`src/design/cwc_pkg.sv`:
```
// ----------------------------------------------------------------------------
// cwc_pkg
// Shared types and constants for the congestion window controller.
// ----------------------------------------------------------------------------
package cwc_pkg;

   localparam int TIME_BITS   = 32;
   localparam int WINDOW_BITS = 10;
   localparam int COUNT_BITS  = 7;
   localparam int TMO_BITS    = 16;
   localparam int FUNC_BITS   = 3;
   localparam int CSR_IDX_BITS = 3;
   localparam int CSR_DATA_BITS = 16;

   typedef logic [WINDOW_BITS-1:0] win_type;
   typedef logic [COUNT_BITS-1:0]  cnt_type;
   typedef logic [TIME_BITS-1:0]   tstamp_type;

   localparam win_type    RST_INIT_WINDOW = win_type'(10);
   localparam win_type    RST_INIT_THRESH = win_type'(64);
   localparam win_type    RST_WINDOW_CAP  = win_type'(200);
   localparam cnt_type    RST_BURST_LIMIT = cnt_type'(16);
   localparam logic [TMO_BITS-1:0] RST_LOSS_TMO = TMO_BITS'(50);

   typedef enum logic [FUNC_BITS-1:0] {
      FUNC_START = 3'd0,
      FUNC_STOP  = 3'd1,
      FUNC_ACK   = 3'd2,
      FUNC_BURST = 3'd3,
      FUNC_WATCH = 3'd4
   } func_type;

   typedef enum logic [CSR_IDX_BITS-1:0] {
      CSR_INIT_WINDOW = 3'd0,
      CSR_INIT_THRESH = 3'd1,
      CSR_WINDOW_CAP  = 3'd2,
      CSR_BURST_LIMIT = 3'd3,
      CSR_LOSS_TMO    = 3'd4
   } csr_idx_type;

   typedef struct packed {
      win_type              init_window;
      win_type              init_thresh;
      win_type              window_cap;
      cnt_type              burst_limit;
      logic [TMO_BITS-1:0]  loss_tmo;
   } cfg_type;

   typedef struct packed {
      logic [FUNC_BITS-1:0] func;
      tstamp_type           now_ms;
      cnt_type              send_room;
   } item_type;

   typedef struct packed {
      win_type window;
      win_type threshold;
      win_type in_flight;
      cnt_type sent_count;
      logic    loss_detected;
      logic    active;
   } result_type;

endpackage

```
`src/design/cwc_csr.sv`:
```
// ----------------------------------------------------------------------------
// cwc_csr
// Configuration registers, written through a plain indexed write port.
// ----------------------------------------------------------------------------
module cwc_csr (
   input  logic                              clock,
   input  logic                              reset,
   input  logic                              csr_write_en,
   input  logic [cwc_pkg::CSR_IDX_BITS-1:0]  csr_index,
   input  logic [cwc_pkg::CSR_DATA_BITS-1:0] csr_wdata,
   output cwc_pkg::cfg_type                  cfg
);

   cwc_pkg::cfg_type cfg_ff;
   cwc_pkg::cfg_type cfg_in;

   always_comb begin
      cfg_in = cfg_ff;
      if (csr_write_en) begin
         case (cwc_pkg::csr_idx_type'(csr_index))
            cwc_pkg::CSR_INIT_WINDOW:
               cfg_in.init_window = csr_wdata[cwc_pkg::WINDOW_BITS-1:0];
            cwc_pkg::CSR_INIT_THRESH:
               cfg_in.init_thresh = csr_wdata[cwc_pkg::WINDOW_BITS-1:0];
            cwc_pkg::CSR_WINDOW_CAP:
               cfg_in.window_cap = csr_wdata[cwc_pkg::WINDOW_BITS-1:0];
            cwc_pkg::CSR_BURST_LIMIT:
               cfg_in.burst_limit = csr_wdata[cwc_pkg::COUNT_BITS-1:0];
            cwc_pkg::CSR_LOSS_TMO:
               cfg_in.loss_tmo = csr_wdata[cwc_pkg::TMO_BITS-1:0];
            default: ;
         endcase
      end
   end

   always_ff @(posedge clock) begin
      if (reset) begin
         cfg_ff.init_window <= cwc_pkg::RST_INIT_WINDOW;
         cfg_ff.init_thresh <= cwc_pkg::RST_INIT_THRESH;
         cfg_ff.window_cap  <= cwc_pkg::RST_WINDOW_CAP;
         cfg_ff.burst_limit <= cwc_pkg::RST_BURST_LIMIT;
         cfg_ff.loss_tmo    <= cwc_pkg::RST_LOSS_TMO;
      end else begin
         cfg_ff <= cfg_in;
      end
   end

   assign cfg = cfg_ff;

endmodule

```
`src/design/cwc_engine.sv`:
```
// ----------------------------------------------------------------------------
// cwc_engine
// Controller state and its per-event update; the result reflects the state
// after the event.
// ----------------------------------------------------------------------------
module cwc_engine (
   input  logic                 clock,
   input  logic                 reset,
   input  logic                 fire,
   input  cwc_pkg::item_type    item,
   input  cwc_pkg::cfg_type     cfg,
   output cwc_pkg::result_type  res
);

   logic                   running_ff, running_in;
   cwc_pkg::win_type       cwnd_ff, cwnd_in;
   cwc_pkg::win_type       ssthresh_ff, ssthresh_in;
   cwc_pkg::win_type       outstanding_ff, outstanding_in;
   cwc_pkg::win_type       acc_ff, acc_in;
   cwc_pkg::tstamp_type    last_ack_ff, last_ack_in;

   logic [cwc_pkg::WINDOW_BITS:0] grown;
   logic [cwc_pkg::WINDOW_BITS:0] acc_next;
   logic [cwc_pkg::WINDOW_BITS:0] capped;
   cwc_pkg::win_type       room;
   cwc_pkg::cnt_type       lim;
   cwc_pkg::cnt_type       sent;
   cwc_pkg::tstamp_type    elapsed;
   cwc_pkg::win_type       half;
   logic                   loss;

   always_comb begin
      running_in     = running_ff;
      cwnd_in        = cwnd_ff;
      ssthresh_in    = ssthresh_ff;
      outstanding_in = outstanding_ff;
      acc_in         = acc_ff;
      last_ack_in    = last_ack_ff;
      sent           = '0;
      loss           = 1'b0;
      grown          = {1'b0, cwnd_ff};
      acc_next       = {1'b0, acc_ff} + 1'b1;
      room           = (cwnd_ff > outstanding_ff) ? cwnd_ff - outstanding_ff : '0;
      lim            = (room > cwc_pkg::win_type'(cfg.burst_limit))
                       ? cfg.burst_limit : room[cwc_pkg::COUNT_BITS-1:0];
      elapsed        = item.now_ms - last_ack_ff;
      half           = cwnd_ff >> 1;

      if (cwnd_ff < ssthresh_ff) begin
         grown = {1'b0, cwnd_ff} + 1'b1;
      end else if (acc_next >= {1'b0, cwnd_ff}) begin
         grown    = {1'b0, cwnd_ff} + 1'b1;
         acc_next = '0;
      end
      capped = (grown > {1'b0, cfg.window_cap}) ? {1'b0, cfg.window_cap} : grown;

      case (cwc_pkg::func_type'(item.func))
         cwc_pkg::FUNC_START: begin
            running_in     = 1'b1;
            cwnd_in        = cfg.init_window;
            ssthresh_in    = cfg.init_thresh;
            outstanding_in = '0;
            acc_in         = '0;
            last_ack_in    = item.now_ms;
         end
         cwc_pkg::FUNC_STOP: begin
            running_in = 1'b0;
         end
         cwc_pkg::FUNC_ACK: begin
            if (running_ff) begin
               last_ack_in = item.now_ms;
               if (outstanding_ff != '0) begin
                  outstanding_in = outstanding_ff - 1'b1;
               end
               if (cwnd_ff >= ssthresh_ff) begin
                  acc_in = acc_next[cwc_pkg::WINDOW_BITS-1:0];
               end
               cwnd_in = capped[cwc_pkg::WINDOW_BITS-1:0];
            end
         end
         cwc_pkg::FUNC_BURST: begin
            if (running_ff) begin
               sent = (lim > item.send_room) ? item.send_room : lim;
               outstanding_in = outstanding_ff + cwc_pkg::win_type'(sent);
            end
         end
         cwc_pkg::FUNC_WATCH: begin
            if (running_ff && outstanding_ff != '0 &&
                elapsed > cwc_pkg::TIME_BITS'(cfg.loss_tmo)) begin
               loss           = 1'b1;
               ssthresh_in    = (half > cfg.init_window) ? half : cfg.init_window;
               cwnd_in        = cfg.init_window;
               outstanding_in = '0;
               last_ack_in    = item.now_ms;
            end
         end
         default: ;
      endcase
   end

   always_ff @(posedge clock) begin
      if (reset) begin
         running_ff     <= 1'b0;
         cwnd_ff        <= cwc_pkg::RST_INIT_WINDOW;
         ssthresh_ff    <= cwc_pkg::RST_INIT_THRESH;
         outstanding_ff <= '0;
         acc_ff         <= '0;
         last_ack_ff    <= '0;
      end else if (fire) begin
         running_ff     <= running_in;
         cwnd_ff        <= cwnd_in;
         ssthresh_ff    <= ssthresh_in;
         outstanding_ff <= outstanding_in;
         acc_ff         <= acc_in;
         last_ack_ff    <= last_ack_in;
      end
   end

   assign res.window        = cwnd_in;
   assign res.threshold     = ssthresh_in;
   assign res.in_flight     = outstanding_in;
   assign res.sent_count    = sent;
   assign res.loss_detected = loss;
   assign res.active        = running_in;

   a_sent_only_burst: assert property (@(posedge clock) disable iff (reset)
      fire && item.func != cwc_pkg::FUNC_BURST |-> res.sent_count == '0)
      else $error("sent_count nonzero outside a burst");

   a_loss_clears: assert property (@(posedge clock) disable iff (reset)
      fire && res.loss_detected |=> outstanding_ff == '0 && cwnd_ff == $past(cfg.init_window))
      else $error("loss did not reset window and in-flight");

   a_idle_holds: assert property (@(posedge clock) disable iff (reset)
      fire && !running_ff && (item.func == cwc_pkg::FUNC_ACK ||
      item.func == cwc_pkg::FUNC_BURST || item.func == cwc_pkg::FUNC_WATCH)
      |=> $stable(cwnd_ff) && $stable(outstanding_ff) && $stable(ssthresh_ff))
      else $error("state changed while stopped");

endmodule

```
`src/design/congestion_window_controller_top.sv`:
```
// ----------------------------------------------------------------------------
// congestion_window_controller_top
// Packet-counting congestion window controller with valid/ready channels.
// ----------------------------------------------------------------------------
// One event per clock while the output register can drain. An event accepted
// at a clock edge is held in the input register until it is applied to the
// controller state, in a cycle in which the output register is empty or its
// result is taken; the result of the event is then loaded into the output
// register, which drives rsp_valid. Input and output registers decouple the
// channels; the input keeps accepting while a result waits as long as the
// output register can drain. Configuration writes take effect on the next
// cycle and should only be issued while no event is pending.
module congestion_window_controller_top (
   input  logic                               clock,
   input  logic                               reset,
   input  logic                               req_valid,
   output logic                               req_ready,
   input  logic [cwc_pkg::FUNC_BITS-1:0]      req_func,
   input  logic [cwc_pkg::TIME_BITS-1:0]      req_now_ms,
   input  logic [cwc_pkg::COUNT_BITS-1:0]     req_send_room,
   output logic                               rsp_valid,
   input  logic                               rsp_ready,
   output logic [cwc_pkg::WINDOW_BITS-1:0]    rsp_window,
   output logic [cwc_pkg::WINDOW_BITS-1:0]    rsp_threshold,
   output logic [cwc_pkg::WINDOW_BITS-1:0]    rsp_in_flight,
   output logic [cwc_pkg::COUNT_BITS-1:0]     rsp_sent_count,
   output logic                               rsp_loss_detected,
   output logic                               rsp_active,
   input  logic                               csr_write_en,
   input  logic [cwc_pkg::CSR_IDX_BITS-1:0]   csr_index,
   input  logic [cwc_pkg::CSR_DATA_BITS-1:0]  csr_wdata
);

   logic                 in_valid_ff, in_valid_in;
   cwc_pkg::item_type    in_item_ff;
   logic                 out_valid_ff, out_valid_in;
   cwc_pkg::result_type  out_res_ff;
   cwc_pkg::result_type  res;
   cwc_pkg::cfg_type     cfg;
   logic                 advance;
   logic                 req_xfer;

   cwc_csr u_csr (
      .clock        (clock),
      .reset        (reset),
      .csr_write_en (csr_write_en),
      .csr_index    (csr_index),
      .csr_wdata    (csr_wdata),
      .cfg          (cfg)
   );

   cwc_engine u_engine (
      .clock (clock),
      .reset (reset),
      .fire  (advance),
      .item  (in_item_ff),
      .cfg   (cfg),
      .res   (res)
   );

   assign advance   = in_valid_ff && (!out_valid_ff || rsp_ready);
   assign req_ready = !in_valid_ff || advance;
   assign req_xfer  = req_valid && req_ready;

   assign in_valid_in  = req_xfer || (in_valid_ff && !advance);
   assign out_valid_in = advance || (out_valid_ff && !rsp_ready);

   always_ff @(posedge clock) begin
      if (reset) begin
         in_valid_ff  <= 1'b0;
         out_valid_ff <= 1'b0;
      end else begin
         in_valid_ff  <= in_valid_in;
         out_valid_ff <= out_valid_in;
      end
   end

   always_ff @(posedge clock) begin
      if (req_xfer) begin
         in_item_ff.func      <= req_func;
         in_item_ff.now_ms    <= req_now_ms;
         in_item_ff.send_room <= req_send_room;
      end
      if (advance) begin
         out_res_ff <= res;
      end
   end

   assign rsp_valid         = out_valid_ff;
   assign rsp_window        = out_res_ff.window;
   assign rsp_threshold     = out_res_ff.threshold;
   assign rsp_in_flight     = out_res_ff.in_flight;
   assign rsp_sent_count    = out_res_ff.sent_count;
   assign rsp_loss_detected = out_res_ff.loss_detected;
   assign rsp_active        = out_res_ff.active;

   a_advance_shows: assert property (@(posedge clock) disable iff (reset)
      advance |=> rsp_valid)
      else $error("applied event produced no result");

   a_no_overwrite: assert property (@(posedge clock) disable iff (reset)
      rsp_valid && !rsp_ready |-> !advance)
      else $error("pending result overwritten");

   a_no_drop: assert property (@(posedge clock) disable iff (reset)
      in_valid_ff && !advance |=> in_valid_ff && $stable(in_item_ff))
      else $error("held event lost");

endmodule

```
`config.mk`:
```
export PLATFORM = sky130hd
export DESIGN_NAME = congestion_window_controller_top
export DESIGN_NICKNAME = d
export VERILOG_FILES = /design/src/design/cwc_pkg.sv /design/src/design/cwc_csr.sv /design/src/design/cwc_engine.sv /design/src/design/congestion_window_controller_top.sv
export SDC_FILE = /design/constraint.sdc
export NUM_CORES = 1
export LEC_CHECK = 0
export BUFFER_PORTS_ARGS = -buffer_cell sky130_fd_sc_hd__buf_2
export CORE_ASPECT_RATIO = 0.9
export CORE_MARGIN = 2
export CORE_UTILIZATION = 24
export CTS_CLUSTER_DIAMETER = 100
export DETAILED_ROUTE_END_ITERATION = 6
export GPL_TIMING_DRIVEN = 0
export PLACE_DENSITY = 0.5
export SLEW_MARGIN = 20
export SYNTH_ARGS = -nofsm -noshare
export SYNTH_HDL_FRONTEND = slang
export SYNTH_HIERARCHICAL = 1
export SYNTH_SLANG_ARGS = --single-unit
```
`constraint.sdc`:
```
create_clock -name clock -period 10.3 [get_ports clock]
set_input_delay 2.06 -clock clock [delete_from_list [all_inputs] [get_ports clock]]
set_output_delay 2.06 -clock clock [all_outputs]
set_load 0.02 [all_outputs]
```
-- Word-level counts from Yosys, hierarchy flattened
Cells that the tools add are included.
- logic and storage cells: 102
- register bits: 209
- equality and inequality tests: 11
- reductions and logical operators: 27
- magnitude comparators: 9
- $add $sub $neg: 6
- multiplexer cells: 27
- operators with widths (operator ; number):
    10-bit two-way mux ; 14
    32-bit case mux with 3 select lines ; 1
    32-bit two-way mux ; 2
    10-bit case mux with 2 select lines ; 2
    10-bit case mux with 4 select lines ; 1
    32-bit by 16-bit > comparator with 1-bit output ; 1
    32-bit subtractor ; 1
    10-bit case mux with 3 select lines ; 1
    10-bit by 1-bit adder with 11-bit output, second input constant ; 2
    11-bit two-way mux ; 2
    7-bit two-way mux ; 2
    3-bit by 2-bit equality test with 1-bit output, second input constant ; 4
    2-bit AND reduction ; 6
    11-bit by 10-bit greater-or-equal comparator with 1-bit output ; 1
    11-bit by 10-bit > comparator with 1-bit output ; 1
    10-bit by 7-bit adder with 10-bit output ; 1
    10-bit greater-or-equal comparator ; 1
    10-bit > comparator ; 1
    10-bit by 7-bit > comparator with 1-bit output ; 1
    9-bit by 10-bit > comparator with 1-bit output ; 1
    10-bit < comparator ; 1
    10-bit nonzero test ; 1
    10-bit by 1-bit subtractor with 10-bit output, second input constant ; 1
    10-bit subtractor ; 1
    13 further kinds ; 30

-- Depth between registers and ports, before layout
- depth after elaboration: 9
- gate-level depth with buffers: 47
- gate-level depth less buffers: 46

-- Modules after synthesis
Netlist, hierarchy kept.
- by module, submodules not included (module ; area each (sq um) ; instances ; seq. area each (sq um) ; cells an instance):
    cwc_engine ; 9399.0 ; 1 ; 1461.4 ; 1282
    congestion_window_controller_top ; 2536.2 ; 1 ; 2472.4 ; 91
    cwc_csr ; 2167.1 ; 1 ; 1061.0 ; 203

-- Worst setup path after synthesis
No wires, ideal clock.
- path kind: flip-flop to flip-flop
- start point: reg u_engine.cwnd_ff[0]
- end point: reg u_engine.outstanding_ff[9]
- clock period less this slack: 7592 ps
- library setup time: 132 ps
- data arrival time: 7460 ps
- slack: 2708 ps
- cell stages (with the launch flop): 46
- cells stage by stage: dfxtp_1 > clkinv_1 > ha_1 > inv_1 > fa_1 > a21o_1 > a21oi_1 > o21ai_0 > a21oi_1 > o21bai_1 > a21oi_1 > o21ai_1 > nand2_1 > inv_1 > ha_1 > nor2b_1 > o21a_1 > o21a_1 > (+10 left out) > o21ai_0 > nor2_1 > or2_2 > buf_1 > nor2_1 > nor2_1 > ha_1 > a21o_1 > a21oi_1 > o21bai_1 > a21oi_1 > nor2b_1 > o21ai_0 > nand2b_1 > and4_1 > a221oi_1 > nand3b_1 > a21oi_1
- longest elaborated chain between the ends: 9
- elaborated cells on any way between the ends: 10
- those cells by class: add/sub (2); order compare (3); mux (5)
- RTL lines (element ; RTL line ; source):
    from (decl) ; cwc_engine.sv:16 ; cwc_pkg::win_type cwnd_ff, cwnd_in;
    from (signal assigned) ; cwc_engine.sv:104 ; cwnd_ff <= cwc_pkg::RST_INIT_WINDOW;
    from (signal assigned) ; cwc_engine.sv:111 ; cwnd_ff <= cwnd_in;
    10-bit subtractor / 10-bit > comparator (equally long branches) ; cwc_engine.sv:43 ; room = (cwnd_ff > outstanding_ff) ? cwnd_ff - outstanding_ff : '0;
    10-bit two-way mux (*) ; cwc_engine.sv:43 ;
    10-bit by 7-bit > comparator with 1-bit output ; cwc_engine.sv:44 ; lim = (room > cwc_pkg::win_type'(cfg.burst_limit))
    7-bit two-way mux (*) ; cwc_engine.sv:45 ; ? cfg.burst_limit : room[cwc_pkg::COUNT_BITS-1:0];
    7-bit > comparator ; cwc_engine.sv:83 ; sent = (lim > item.send_room) ? item.send_room : lim;
    7-bit two-way mux (*) ; cwc_engine.sv:83 ;
    10-bit by 7-bit adder with 10-bit output (*) ; cwc_engine.sv:84 ; outstanding_in = outstanding_ff + cwc_pkg::win_type'(sent);
    10-bit two-way mux (*) ; cwc_engine.sv:82 ; if (running_ff) begin
    10-bit case mux with 4 select lines (*) ; cwc_engine.sv:57 ; case (cwc_pkg::func_type'(item.func))
    to (signal assigned) ; cwc_engine.sv:113 ; outstanding_ff <= outstanding_in;
    to (decl) ; cwc_engine.sv:18 ; cwc_pkg::win_type outstanding_ff, outstanding_in;
Mark *: on every way between the ends. The rest lies on a longest branch, timed or not.
A chain may end at the register's enable or synchronous reset.

-- Worst setup path after layout
Same ends and word-level chain as after synthesis.

==> run_results.csv <==
group,metric,value,unit
worst_setup_path,regToRegSetupSlack,0.85,ns
timing,fin_crit_sh,91.75,%
yosys,synth-seq-cells,209,
clock_network,cts_inserted_buffers,25,
yosys,syn-instance-count,1576,
timing,fmax,105.8,MHz
clock_network,htreeDepth,1,
yosys,netlist_top_cells_area,"dfxtp_1, edfxtp_1, ha_1",
placement,dp_hpwl,36.01,mm
clock_network,clkSlewWorstSetupHoldPaths,0.06,ns
detailed_routing,finalWirelength,46.36,mm
worst_setup_path,cpPeakStageDelay,0.54,ns
cells_and_area,final_area,0.01640,mm2
yosys,yosys_warnings,6,
hold_path,hold_path_class,"reg2reg",
detailed_routing,viasPerCell,4.863,
yosys,syn_area,0.01410,mm2
global_route,first_global_vias,12130,
worst_setup_path,ff2ff_path_depth,45,
worst_setup_path,cp.required,10.69,ns
yosys,synth.top_cell.area_share,18.17,%
timing,layout_min_cycle_time,9.450,ns
global_route,grt_pass1_wl,71.20,mm
placement,finalWeightedCongestion,0.9311,
detailed_routing,wire_per_inst,18.52,um
clock_network,cts_setup_buffers,0,
yosys,syn-num-nets,1765,
cells_and_area,fill_cells,6319,
clock_network,cts_tree,"yes",
worst_setup_path,r2r-end,"u_engine/outstanding_ff[9]$_SDFFE_PP0P_",
cells_and_area,area_growth_syn_to_layout,16.29,%
hold_path,worstHoldEndpoint,"u_csr/cfg[37]$_SDFFE_PP0P_",
flow_run,maxCapViolCount,0,
placement,io_buffer_count,106,
hold_path,hp-start,"u_csr/cfg[37]$_SDFFE_PP0P_",
clock_network,cts_root_buffer,"clkbuf_16",
global_route,met3_usage,1.978,%
worst_setup_path,worstPathArrival,9.84,ns
yosys,ys_async_sr_fraction,0,%
cells_and_area,fin_nets,1898,
clock_network,cts.sinks,209,
clock_network,cts_resized,0,
detailed_routing,num_vias,12170,
worst_setup_path,cp_slowest_cell,"dfxtp_1",
placement,place_area,0.01560,mm2
worst_setup_path,crit_path_start_kind,"flip-flop",
cells_and_area,postLayoutCoreUtil,28.17,%
hold_path,min_path_cells,2,
detailed_routing,drtIter0Drc,764,
worst_setup_path,crit_path_end_kind,"flip-flop",
yosys,synthFlopType,"dfxtp_1",
pwr,power_density,137.4,mW/mm2
yosys,synth_most_common_cell,"nor2_1",
floorplan,core,0.05823,mm2
global_route,grtUsageTotal,15.10,%
yosys,synth_edf_count,81,
floorplan,row_count,84,
floorplan,io_pins,107,
yosys,synth_cell_types,99,
timing,hold-worst-slack,0.4785,ns
timing,skew,0.01381,ns
yosys,avgSynthCellArea,8.948,um2
worst_setup_path,critPathKind,"reg2reg",
global_route,antenna_found_initial,1,
floorplan,die_x,259.5,um
timing,max_slew_margin,36.07,%
worst_setup_path,worst-path-max-fanout,10,
timing,worst_pin_slew,0.9590,ns
detailed_routing,drc,0,
timing,slew_viol_final,0,
timing,rsz0062_at_grt,"false",
timing,setup_tns,0,ns
global_route,grt_max_degree,45,
clock_network,worstSkewPairLatency,0.56,ns
status,status,"complete, no violations",
worst_setup_path,r2r-start,"u_engine/cwnd_ff[0]$_SDFFE_PP0P_",
yosys,synth_top_area_cell,"dfxtp_1",
detailed_routing,drtAntennaViolNets,0,
global_route,use_met2,25.28,%
global_route,grt-ovfl-total,0,
floorplan,start_util,24.22,%
clock_network,hold_buffers,0,
pwr,ir_worst_vdd,109.7,uV
yosys,netlist_top_cells_count,"nor2_1, inv_1, dfxtp_1, ha_1, a21oi_1",
global_route,grt_use_met1,20.42,%
yosys,ys_seq_area_share,35.42,%
detailed_routing,firstDrtPassIters,5,
timing,finalHoldViolations,0,
global_route,top_usage_layer,"met2",
timing,finalSetupViolCount,0,
cells_and_area,layout-drive-gt1-share,12.79,%
timing,fin_ws,0.8496,ns
placement,pre_cts_ws,0.9609,ns
pwr,p_leak,6.480,nW
worst_setup_path,cp_common_cell,"a21oi_1",
clock_network,clockBufferDepth,3,
floorplan,die_h,234.0,um
floorplan,dieArea,0.06072,mm2
-- through the flow --
stage | std cells | power, mW
after detailed placement | 2456 | 1.397
after global routing | 2503 | 2.376
after global placement | 2456 | 1.389
final | 2503 | 2.253
after floorplan | 1576 | 1.252
after CTS | 2502 | 2.286
-- final cells by class --
type	instances	area (um2)	area share (%)
clock buffer	31	648.1	3.952
inverter	135	506.7	3.090
tap	774	968.4	5.905
multi-input combinational	1169	8279	50.48
clock inverter	15	133.9	0.8164
buffer	63	335.3	2.045
antenna	1	2.502	0.01526
sequential	209	4995	30.46
timing repair buffer	106	530.5	3.235
-- worst max-delay path by stage --
stage                                     startpoint                                       to  slack [ns]  cells past startpoint
finish              u_engine/cwnd_ff[0]$_SDFFE_PP0P_  u_engine/outstanding_ff[9]$_SDFFE_PP0P_        0.85                     45
CTS                 u_engine/cwnd_ff[0]$_SDFFE_PP0P_               rsp_in_flight[9]$_DFFE_PP_        0.94                     44
floorplan           u_engine/cwnd_ff[0]$_SDFFE_PP0P_  u_engine/outstanding_ff[9]$_SDFFE_PP0P_        2.71                     45
detailed placement  u_engine/cwnd_ff[0]$_SDFFE_PP0P_               rsp_in_flight[9]$_DFFE_PP_        0.96                     44
global placement    u_engine/cwnd_ff[0]$_SDFFE_PP0P_               rsp_in_flight[9]$_DFFE_PP_        1.06                     44
global route        u_engine/cwnd_ff[0]$_SDFFE_PP0P_               rsp_in_flight[9]$_DFFE_PP_        0.05                     44
-- cell usage in the layout, fill, tap and decap left out, drive strengths merged, types with 7 or more instances in the layout --
master and count:
nor2 152, inv 133, buf 132, dfxtp 128, ha 120, a21oi 115, nand2 108, mux2i 92
edfxtp 81, o21ai 74, nand2b 73, clkbuf 67, xnor2 30, a21o 29, nand3 29, nor3 23
nand4 23, a22oi 20, o21a 18, a211oi 17, xor2 15, o2bb2ai 15, o22ai 14, a31oi 14
clkinv 13, and3 12, a21bo 11, a221oi 11, o31ai 10, nor2b 9, nor4 9, and2 9
o221ai 7, or2 7
-- layer usage --
metal,part of all wire (%),wire length (um)
met3,4.1,1923
met1,47,21900
met4,2.7,1232
met2,46,21300
met5,0,0
-- logic make-up after synthesis --
family          Yosys count  synth area share (%)
mux                      95                 6.770
flops                   209                 35.42
simple gates            483                 17.25
fa+ha+maj               123                 11.07
xor+xnor                 45                 2.795
compound gates          423                 20.73
buf+inv                 198                 5.971
-- sequential cells by signal, summed over array words and instances (netlist names), 7 cells and up --
name	count
rsp_sent_count	7
u_engine/outstanding_ff	10
u_engine/cwnd_ff	10
rsp_window	10
u_csr/cfg	53
u_engine/last_ack_ff	32
u_engine/acc_ff	10
u_engine/ssthresh_ff	10
rsp_in_flight	10
in_item_ff	42
rsp_threshold	10
-- critical path: cells and delay by family (launching register included) --
kind	cells	cell delay [ns]
and+or+nand+nor	10	1.57
adders and majority gates	5	1.39
AOI/OAI and AO/OA	26	4.82
buffers and inverters	4	0.94
DFF	1	0.54
-- power breakdown --
group	switching (mW)	internal [mW]
Combinational	0.289	0.179
Clock	0.374	0.497
Sequential	0.0256	0.889
Power figures use the tool's default switching activity.
